$ cat config.mk
export PLATFORM = sky130hd
export DESIGN_NAME = ohash_mod
export DESIGN_NICKNAME = d
export VERILOG_FILES = /design/src/sv/ohash_pkg.sv /design/src/sv/ohash_mod.sv
export SDC_FILE = /design/constraint.sdc
export NUM_CORES = 1
export LEC_CHECK = 0
export BUFFER_PORTS_ARGS = -buffer_cell sky130_fd_sc_hd__clkbuf_2
export CAP_MARGIN = 15
export CORE_MARGIN = 2
export CORE_UTILIZATION = 57
export CTS_CLUSTER_SIZE = 24
export DETAILED_ROUTE_END_ITERATION = 10
export PLACE_DENSITY = 0.88
export SLEW_MARGIN = 20
export SYNTH_ARGS = -nofsm -noshare
export SYNTH_HDL_FRONTEND = slang
export SYNTH_SLANG_ARGS = --single-unit
$ cat constraint.sdc
create_clock -name clk -period 3.1 [get_ports clk]
set_clock_uncertainty 0.15 [all_clocks]
set_input_delay 0.465 -clock clk [delete_from_list [all_inputs] [get_ports clk]]
set_output_delay 0.465 -clock clk [all_outputs]
set_load 0.005 [all_outputs]
$ cat src/sv/ohash_pkg.sv
// Shared types, codes and size tables of the open-addressing hash table.
`timescale 1ns / 1ps
`default_nettype none
package ohash_pkg;

	localparam int REC_W       = 64;
	localparam int LEN_W       = 4;
	localparam int KEY_W       = 32;
	localparam int STEP_W      = 4;
	localparam int PRIME_W     = 17;
	localparam int HYST_W      = 8;
	localparam int PRIME_COUNT = 12;

	localparam logic [PRIME_W-1:0] ADLER_MOD = 17'd65521;

	// Operation codes; any other code is a lookup
	localparam logic [1:0] FUNC_INSERT = 2'd0;
	localparam logic [1:0] FUNC_DELETE = 2'd1;

	// Collision step codes; any other code is linear
	localparam logic [1:0] MODE_QUAD   = 2'd1;
	localparam logic [1:0] MODE_DOUBLE = 2'd2;

	// Result status codes
	localparam logic [2:0] STATUS_INSERTED = 3'd0;
	localparam logic [2:0] STATUS_PRESENT  = 3'd1;
	localparam logic [2:0] STATUS_DELETED  = 3'd2;
	localparam logic [2:0] STATUS_NOTFOUND = 3'd3;
	localparam logic [2:0] STATUS_FOUND    = 3'd4;
	localparam logic [2:0] STATUS_CAP      = 3'd5;

	typedef logic [PRIME_W-1:0] prime_t;

	localparam prime_t PRIMES [PRIME_COUNT] = '{
		17'd5, 17'd23, 17'd127, 17'd251, 17'd509, 17'd1021,
		17'd2039, 17'd4093, 17'd8191, 17'd16381, 17'd32749, 17'd65521};
	localparam prime_t HALVES [PRIME_COUNT] = '{
		17'd2, 17'd11, 17'd63, 17'd125, 17'd254, 17'd510,
		17'd1019, 17'd2046, 17'd4095, 17'd8190, 17'd16374, 17'd32760};
	localparam prime_t TENTHS [PRIME_COUNT] = '{
		17'd0, 17'd2, 17'd12, 17'd25, 17'd50, 17'd102,
		17'd203, 17'd409, 17'd819, 17'd1638, 17'd3274, 17'd6552};

	typedef struct packed {
		logic [1:0]       func;
		logic [REC_W-1:0] rec_bytes;
		logic [LEN_W-1:0] rec_len;
	} req_t;

	typedef struct packed {
		logic [2:0]       status;
		logic [9:0]       slot;
		logic [KEY_W-1:0] key;
		logic [9:0]       occupied;
		logic [2:0]       size_step;
	} rsp_t;

	// One stored record
	typedef struct packed {
		logic [REC_W-1:0] rec;
		logic [LEN_W-1:0] len;
		logic [KEY_W-1:0] hash;
	} entry_t;

	typedef enum logic [3:0] {
		ST_CLEAR, ST_IDLE, ST_HASH, ST_RB_CLR, ST_RB_RD, ST_RB_EV,
		ST_MOD_GO, ST_MOD, ST_P_RD, ST_P_EV, ST_DONE
	} state_t;

	typedef enum logic [1:0] {JOB_FIND, JOB_PLACE, JOB_MOVE} job_t;

	function automatic prime_t prime_at(input logic [STEP_W-1:0] s);
		return (s < STEP_W'(PRIME_COUNT)) ? PRIMES[s] : PRIMES[0];
	endfunction

	function automatic prime_t half_at(input logic [STEP_W-1:0] s);
		return (s < STEP_W'(PRIME_COUNT)) ? HALVES[s] : HALVES[0];
	endfunction

	function automatic prime_t tenth_at(input logic [STEP_W-1:0] s);
		return (s < STEP_W'(PRIME_COUNT)) ? TENTHS[s] : TENTHS[0];
	endfunction

endpackage
`default_nettype wire

$ cat src/sv/ohash_mod.sv
// Bit-serial remainder of a key by two moduli at once, one bit per cycle.
`timescale 1ns / 1ps
`default_nettype none
module ohash_mod import ohash_pkg::*; #(
	parameter int W = 11
) (
	input  wire logic             clk,
	input  wire logic             arst_n,
	input  wire logic             start,
	input  wire logic [KEY_W-1:0] dividend,
	input  wire logic [W-1:0]     mod_a,
	input  wire logic [W-1:0]     mod_b,
	output logic                  busy,
	output logic [W-1:0]          rem_a,
	output logic [W-1:0]          rem_b
);

	localparam int CW = $clog2(KEY_W);

	logic [KEY_W-1:0] dvd_q;
	logic [W-1:0]     ma_q;
	logic [W-1:0]     mb_q;
	logic [W-1:0]     ra_q;
	logic [W-1:0]     rb_q;
	logic [CW-1:0]    cnt_q;
	logic             busy_q;
	logic [W:0]       ta;
	logic [W:0]       tb;
	logic [W:0]       na;
	logic [W:0]       nb;

	// Shift in the next dividend bit and subtract once
	always_comb begin
		ta = {ra_q, dvd_q[KEY_W-1]};
		tb = {rb_q, dvd_q[KEY_W-1]};
		na = (ta >= {1'b0, ma_q}) ? ta - {1'b0, ma_q} : ta;
		nb = (tb >= {1'b0, mb_q}) ? tb - {1'b0, mb_q} : tb;
	end

	always_ff @(posedge clk or negedge arst_n) begin
		if (!arst_n) begin
			dvd_q  <= '0;
			ma_q   <= '0;
			mb_q   <= '0;
			ra_q   <= '0;
			rb_q   <= '0;
			cnt_q  <= '0;
			busy_q <= 1'b0;
		end else if (start) begin
			dvd_q  <= dividend;
			ma_q   <= mod_a;
			mb_q   <= mod_b;
			ra_q   <= '0;
			rb_q   <= '0;
			cnt_q  <= '0;
			busy_q <= 1'b1;
		end else if (busy_q) begin
			dvd_q <= {dvd_q[KEY_W-2:0], 1'b0};
			ra_q  <= na[W-1:0];
			rb_q  <= nb[W-1:0];
			cnt_q <= cnt_q + 1'b1;
			if (cnt_q == CW'(KEY_W - 1)) begin
				busy_q <= 1'b0;
			end
		end
	end

	assign busy  = busy_q;
	assign rem_a = ra_q;
	assign rem_b = rb_q;

endmodule
`default_nettype wire

==> results by group, run 1 <==
Clocking
  • Clock Latency Late Sink: 0.35 ns
  • Sink Count: approximately 80
  • Max clock buf depth: 2
  • Hold buffers post-CTS: 1
  • CTS root buf: clkbuf_8
  • Reg clk slew, reported paths: 0.09 ns
  • CTS Buf Count: 9
  • Cts repair resizes: 0
  • CTS H-tree lvls: 3
  • TritonCTS clock tree: yes
  • Post-CTS setup repair buffer count: 0

Setup path
  • Slowest-stage cell, CP: ha_1
  • R2R cell count: 7
  • CP required: roughly 3.2 ns
  • Total stage count of the critical path: 7
  • Reg2reg end: rem_b[0]
  • Largest stage delay, worst path: roughly 0.49 ns
  • CP endpoint kind: flip-flop
  • CP top delay family: compound AO/OA/AOI/OAI gates
  • Crit path cell chain: ha_1 -> nand4b_2 -> a311oi_1 -> nor2_1 -> o21ai_2 -> mux2_2 -> a211oi_1
  • Critical path startpoint category: flip-flop
  • CP Data Arrival Time: 2.86 ns
  • R2r setup slk: 0.35 ns
  • WS Path Type: flip-flop to flip-flop
  • Reg-to-Reg Start: rem_b[8]
  • Worst path bufs/invs: 0
  • Largest fanout on the critical path: 14

Final layout
  • Share of layout cells above drive strength 1: 20.3%
  • Syn-to-layout area delta: 14.8%
  • # fillers: 670
  • Finished Layout Cells: 690
  • Diode count: 0
  • Final nets: between 600 and 700

STA
  • Max Slew Vio Count: 0
  • Fin crit period: around 2.8 ns
  • Final hold violations: 0
  • Tcrit/Tclk final: 88.7%
  • Rel. slew slack: roughly 50%
  • RSZ-0062 raised after global routing: no
  • Final setup vio count: 0
  • Slew @ Worst Pin: approximately 0.74 ns
  • Setup TNS: 0 ns
  • Highest Clock Rate: between 0.3 and 0.4 GHz

Global routing
  • Most used routing layer: met2
  • Largest net degree at the start of global routing: 57
  • GR Util met2: between 40% and 50%
  • GRT Util Overall: ~25%
  • Number of global-route vias before repair: 3948
  • First-pass GRT wire length: 17.8 mm
  • Met3 Track Usage GR: 3.64%
  • Initial antenna violation count: 0
  • Met1 usage: about 31%
  • Grt total ovfl: 0

Floorplanning
  • Die ar.: 9120 um2
  • Chip Width: ~95 um
  • I/O pin count: 80
  • Starting density of the core: slightly below 60%
  • Core Area: between 8000 and 9000 um2
  • Core Rows: 33
  • Die Ht: around 95 um

Route
  • Drt via density: between 5 and 6
  • Total wire length: roughly 11 mm
  • Drt pass-1 iters: 4
  • Routed via count: approximately 4000
  • Antenna viol nets, final: 0
  • Residual DRC: 0
  • Initial DRC count: 244
  • Routed len/inst: 15.7 um

Power and ir drop
  • Max VDD drop: around 0.37 mV
  • Leakage power: 2.87 nW
  • Pwr dens: between 600 and 700 nW/um2

Logic synthesis
  • Post-Syn Area: 4770 um2
  • Seq/Total Area, Yosys: a little over two fifths
  • Simple-Gate Fraction of Synth Area: between 10% and 20%
  • Fraction of registers with async set/reset: between 90% and 100%
  • Syn nets: between 500 and 600
  • Dominant synthesized flop cell: dfrtp_1
  • Synth warnings: 0
  • Synth Area in Compound Gates: ~17%
  • EDFF count, synth: 0
  • Post-synth cell types: 58
  • Mux contribution to synthesized area: 9.34%
  • #FFs+latches synth: 82
  • Mapped Cells: 510
  • Largest family of logic cells by synthesized area: compound AO/OA/AOI/OAI gates
  • Syn Area/Cell: around 9.4 um2
  • Post-Synth Adder-Cell Area: 7.13%
  • Xor and xnor area share after synthesis: 2.39%

Hold path
  • Worst Hold Depth: 3
  • Hold EP: ma_q[10]
  • HP Class: input pin to flip-flop
  • Hold path start: mod_a[10]

Placement
  • Dpl cells: around 670
  • Routability cong.: 0.888
  • # port buffers: between 70 and 80
  • Final HPWL DP: approximately 7.7 mm

Outcome
  • Status: complete, no violations

Run
  • Max cap viols: 0
[layout by cell type, fill, tap and decap left out, types with 4 or more instances in the layout]
cell type	n
nand2_1	75
a211oi_1	10
o31ai_1	4
inv_1	28
nand3_1	5
dfrtp_1	81
a311oi_1	7
mux2i_1	40
ha_1	24
a31o_2	4
a21oi_1	13
o21ai_0	64
nand2b_1	11
clkbuf_2	77
nand4_1	5
o211ai_1	7
nand3b_1	5
clkbuf_8	10
xnor2_1	9
xor2_1	4
and3_1	5
mux2_2	4
buf_4	8
nor2_1	36
[synth_stat cells (all sizes together), types with 3 or more instances]
master / count / share of area (%)
dfrtp: 82 / 43
nand2: 75 / 5.9
o21ai: 66 / 7.0
mux2i: 40 / 8.4
nor2: 36 / 2.8
inv: 29 / 2.3
ha: 24 / 6.3
clkbuf: 18 / 1.4
a21oi: 13 / 1.4
nand2b: 11 / 1.4
a211oi: 10 / 1.6
buf: 10 / 1.3
xnor2: 9 / 1.7
a311oi: 8 / 1.6
o211ai: 7 / 1.1
and3: 5 / 0.66
nand3: 5 / 0.52
nand3b: 5 / 0.79
nand4: 5 / 0.66
a31o: 4 / 0.73
mux2: 4 / 0.94
o31ai: 4 / 0.63
xor2: 4 / 0.73
nand4b: 3 / 1.0
[worst register-to-register path, stage by stage (launching register included)]
cell and delay, ns:
dfrtp_1 0.43, ha_1 0.49, nand4b_2 0.21, a311oi_1 0.28
nor2_1 0.13, o21ai_2 0.31, mux2_2 0.42, a211oi_1 0.24
[sequential cells by signal, indices dropped and copies added, names as in the netlist]
name,count
dvd_q,32
ma_q,11
mb_q,11
rem_a,11
rem_b,11
cnt_q,5
busy,1
[stage by stage]
stage	util [%]	hold WS, ns	cell area, um2	setup slack [ns]	total power [mW]
finish	67.0	0.159	5480	0.350	3.79
CTS	67.0	0.154	5480	0.360	3.80
detailed placement	64.1	0.352	5240	0.366	2.90
global placement	64.1	0.343	5240	0.555	2.82
global route	67.0	0.153	5480	0.196	4.06
floorplan	-	0.0194	4770	0.793	2.52
[per-layer routing]
metal | share of wire (%) | routed length, um
met3 | 4.3 | 460
met5 | 0 | 0
met2 | 50 | 5450
met4 | 2.4 | 262
met1 | 43 | 4640
[report_power, final]
part | internal, mW | leakage [nW] | switching, mW
combinational | 0.687 | 1.73 | 0.851
sequential | 1.22 | 1.02 | 0.147
clock | 0.477 | 0.112 | 0.408
total | 2.39 | 2.87 | 1.41
[how the worst max path moves through the flow]
stage | start | to | slack [ns]
floorplan | rem_b[8] | rem_b[0] | 0.79
global placement | rem_b[8] | rem_b[0] | 0.55
detailed placement | dvd_q[31] | rem_b[0] | 0.37
CTS | dvd_q[31] | rem_b[0] | 0.36
global route | dvd_q[31] | rem_b[0] | 0.20
finish | rem_b[8] | rem_b[0] | 0.35
[cells by family (layout without fill, tap and decap cells)]
family / after synthesis / after routing
compound gates: 131 / 131
xor+xnor: 13 / 13
fa+ha+maj: 26 / 26
buf+inv: 57 / 132
flops: 82 / 82
mux: 44 / 44
simple gates: 157 / 157
[cell type report]
| type | instances | area (um2) | area share, % |
|---|---|---|---|
| Multi-Input combinational cell | 371 | 2480 | 45.2 |
| Sequential cell | 82 | 2050 | 37.5 |
| Timing Repair Buffer | 87 | 475 | 8.68 |
| Clock buffer | 10 | 138 | 2.51 |
| Tap cell | 105 | 131 | 2.40 |
| Inverter | 29 | 111 | 2.03 |
| Clock inverter | 6 | 90.1 | 1.65 |
(Power assumes the default switching activity.)
==> run 2: changes to the inputs <==
CTS_BUF_LIST = sky130_fd_sc_hd__clkbuf_16   (was not set)
==> results by group, run 2 (synthesized netlist as in run 1, its figures left out) <==
Setup path
  • CP Data Arrival Time: roughly 2.9 ns
  • Reg-to-Reg Start: dvd_q[31]
  • R2r setup slk: between 0.2 and 0.3 ns
  • Critical path startpoint category: flip-flop
  • R2R cell count: 10
  • WS Path Type: flip-flop to flip-flop
  • CP required: 3.19 ns
  • CP endpoint kind: flip-flop
  • Largest fanout on the critical path: 14
  • Reg2reg end: rem_b[0]

Route
  • Routed len/inst: 16.2 um
  • Drt pass-1 iters: 4
  • Initial DRC count: ~220
  • Drt via density: 5.84
  • Routed via count: a little over 4000
  • Residual DRC: 0
  • Antenna viol nets, final: 0
  • Met1 Routed Length: 4.78 mm
  • DR top layer: met4
  • Total wire length: between 10 and 15 mm
  • Metal3 WL: 506 um
  • Routed length on met2: between 5 and 6 mm

STA
  • Slew @ Worst Pin: roughly 0.74 ns
  • Rel. slew slack: between 50 and 60%
  • Highest Clock Rate: 0.351 GHz
  • Final hold violations: 0
  • Final setup vio count: 0
  • Max Slew Vio Count: 0
  • Setup TNS: 0 ns
  • Tcrit/Tclk final: approximately nine tenths
  • RSZ-0062 raised after global routing: no
  • Fin crit period: ~2.8 ns

Clocking
  • Cts repair resizes: 0
  • TritonCTS clock tree: yes
  • Max clock buf depth: 2
  • CTS Buf Count: 9
  • Clock Latency Late Sink: 0.34 ns
  • CTS H-tree lvls: 3
  • CTS root buf: clkbuf_16
  • Reg clk slew, reported paths: approximately 0.060 ns
  • Sink Count: roughly 80

Outcome
  • Status: complete, no violations

Global routing
  • Grt total ovfl: 0
  • Initial antenna violation count: 0
  • GRT Util Overall: between 20 and 30%
  • First-pass GRT wire length: about 18 mm
  • Number of global-route vias before repair: about 4000
  • Largest net degree at the start of global routing: 57

Floorplanning
  • Die ar.: around 9100 um2
  • Chip Width: about 95 um
  • Die Ht: roughly 95 um
  • Core Area: a little over 8000 um2
  • Starting density of the core: between 50% and 60%
  • Core Rows: 33
  • I/O pin count: 80

Final layout
  • Syn-to-layout area delta: 16.7%
  • Share of layout cells above drive strength 1: ~20%
  • # fillers: 646
  • Most common cell after layout, fill and taps aside: dfrtp_1
  • Design area: 5570 um2
  • Diode count: 0
  • Finished Layout Cells: 690
  • Top reg by flops: dvd_q
  • Max reg flops: 32
  • Final nets: about 660
  • Most frequent cells in the layout: 81 x dfrtp_1, 77 x clkbuf_2, 75 x nand2_1, 64 x o21ai_0, 40 x mux2i_1

Placement
  • # port buffers: ~80
  • Routability cong.: 0.888
  • Placed cell areas: between 5000 and 6000 um2
  • Final HPWL DP: roughly 7.7 mm
  • Dpl cells: roughly 670

Hold path
  • Hold EP: mb_q[3]
  • Hold path start: mod_b[3]
  • Worst Hold Depth: 3
  • HP Class: input pin to flip-flop

Power and ir drop
  • Pwr dens: 733 nW/um2
  • Max VDD drop: a little under 0.4 mV
  • Leakage power: 2.91 nW

Run
  • Max cap viols: 0
run 2: cell types whose count changed in the layout (fill, tap and decap cells not counted):
cell       change
clkinv_1       +1
clkbuf_8      -10
clkbuf_16      +9
run 2: metrics by stage:
| stage | total power, mW | utilization (%) | hold slack [ns] | setup slack [ns] |
|---|---|---|---|---|
| after detailed placement | 2.90 | 64.1 | 0.352 | 0.366 |
| after floorplan | 2.52 | - | 0.0194 | 0.793 |
| after CTS | 4.07 | 68.1 | 0.183 | 0.293 |
| final | 4.08 | 68.1 | 0.180 | 0.254 |
| after global placement | 2.82 | 64.1 | 0.343 | 0.555 |
| after global routing | 4.33 | 68.1 | 0.191 | 0.121 |
run 2: how the worst max path moves through the flow:
stage                          from       end  cells past startpoint
after floorplan            rem_b[8]  rem_b[0]                      8
after global placement     rem_b[8]  rem_b[0]                      7
after detailed placement  dvd_q[31]  rem_b[0]                     10
after CTS                 dvd_q[31]  rem_b[0]                     10
after global routing      dvd_q[31]  rem_b[0]                     10
final                     dvd_q[31]  rem_b[0]                     10
run 2: worst max-delay path: stages, from the launching register on:
cell	delay, ns
dfrtp_1	0.40
inv_1	0.12
ha_1	0.20
inv_1	0.07
fa_1	0.41
nand3_1	0.14
a311oi_1	0.10
nor2_1	0.26
o21ai_2	0.29
mux2_2	0.36
a211oi_1	0.26
run 2: timing repair:
item                                   CTS  global route
hold buffers                             1             0
setup buffers                            0             0
endpoints found under the hold margin    7             0
setup endpoints to repair                0             0
run 2: area by class of cell:
class	count	area, um2	share of cell area [%]
multi-input combinational	371	2480	44.5
sequential	82	2050	36.9
timing repair buffer	87	475	8.54
clock buffer	9	225	4.05
tap	105	131	2.36
inverter	29	111	2.00
clock inverter	7	93.8	1.69
run 2: report_power, final:
part           switching [mW]  leakage (nW)  internal, mW  total [mW]
logic                   0.866          1.73         0.689        1.56
registers               0.148          1.02          1.22        1.37
clock network           0.447         0.153         0.704        1.15
run 2: routing by layer:
layer,track usage [%],up-vias
met5,0,-
met4,11.4,0
met3,4.58,35
met2,44.7,122
met1,31.4,1931
li1,-,1944
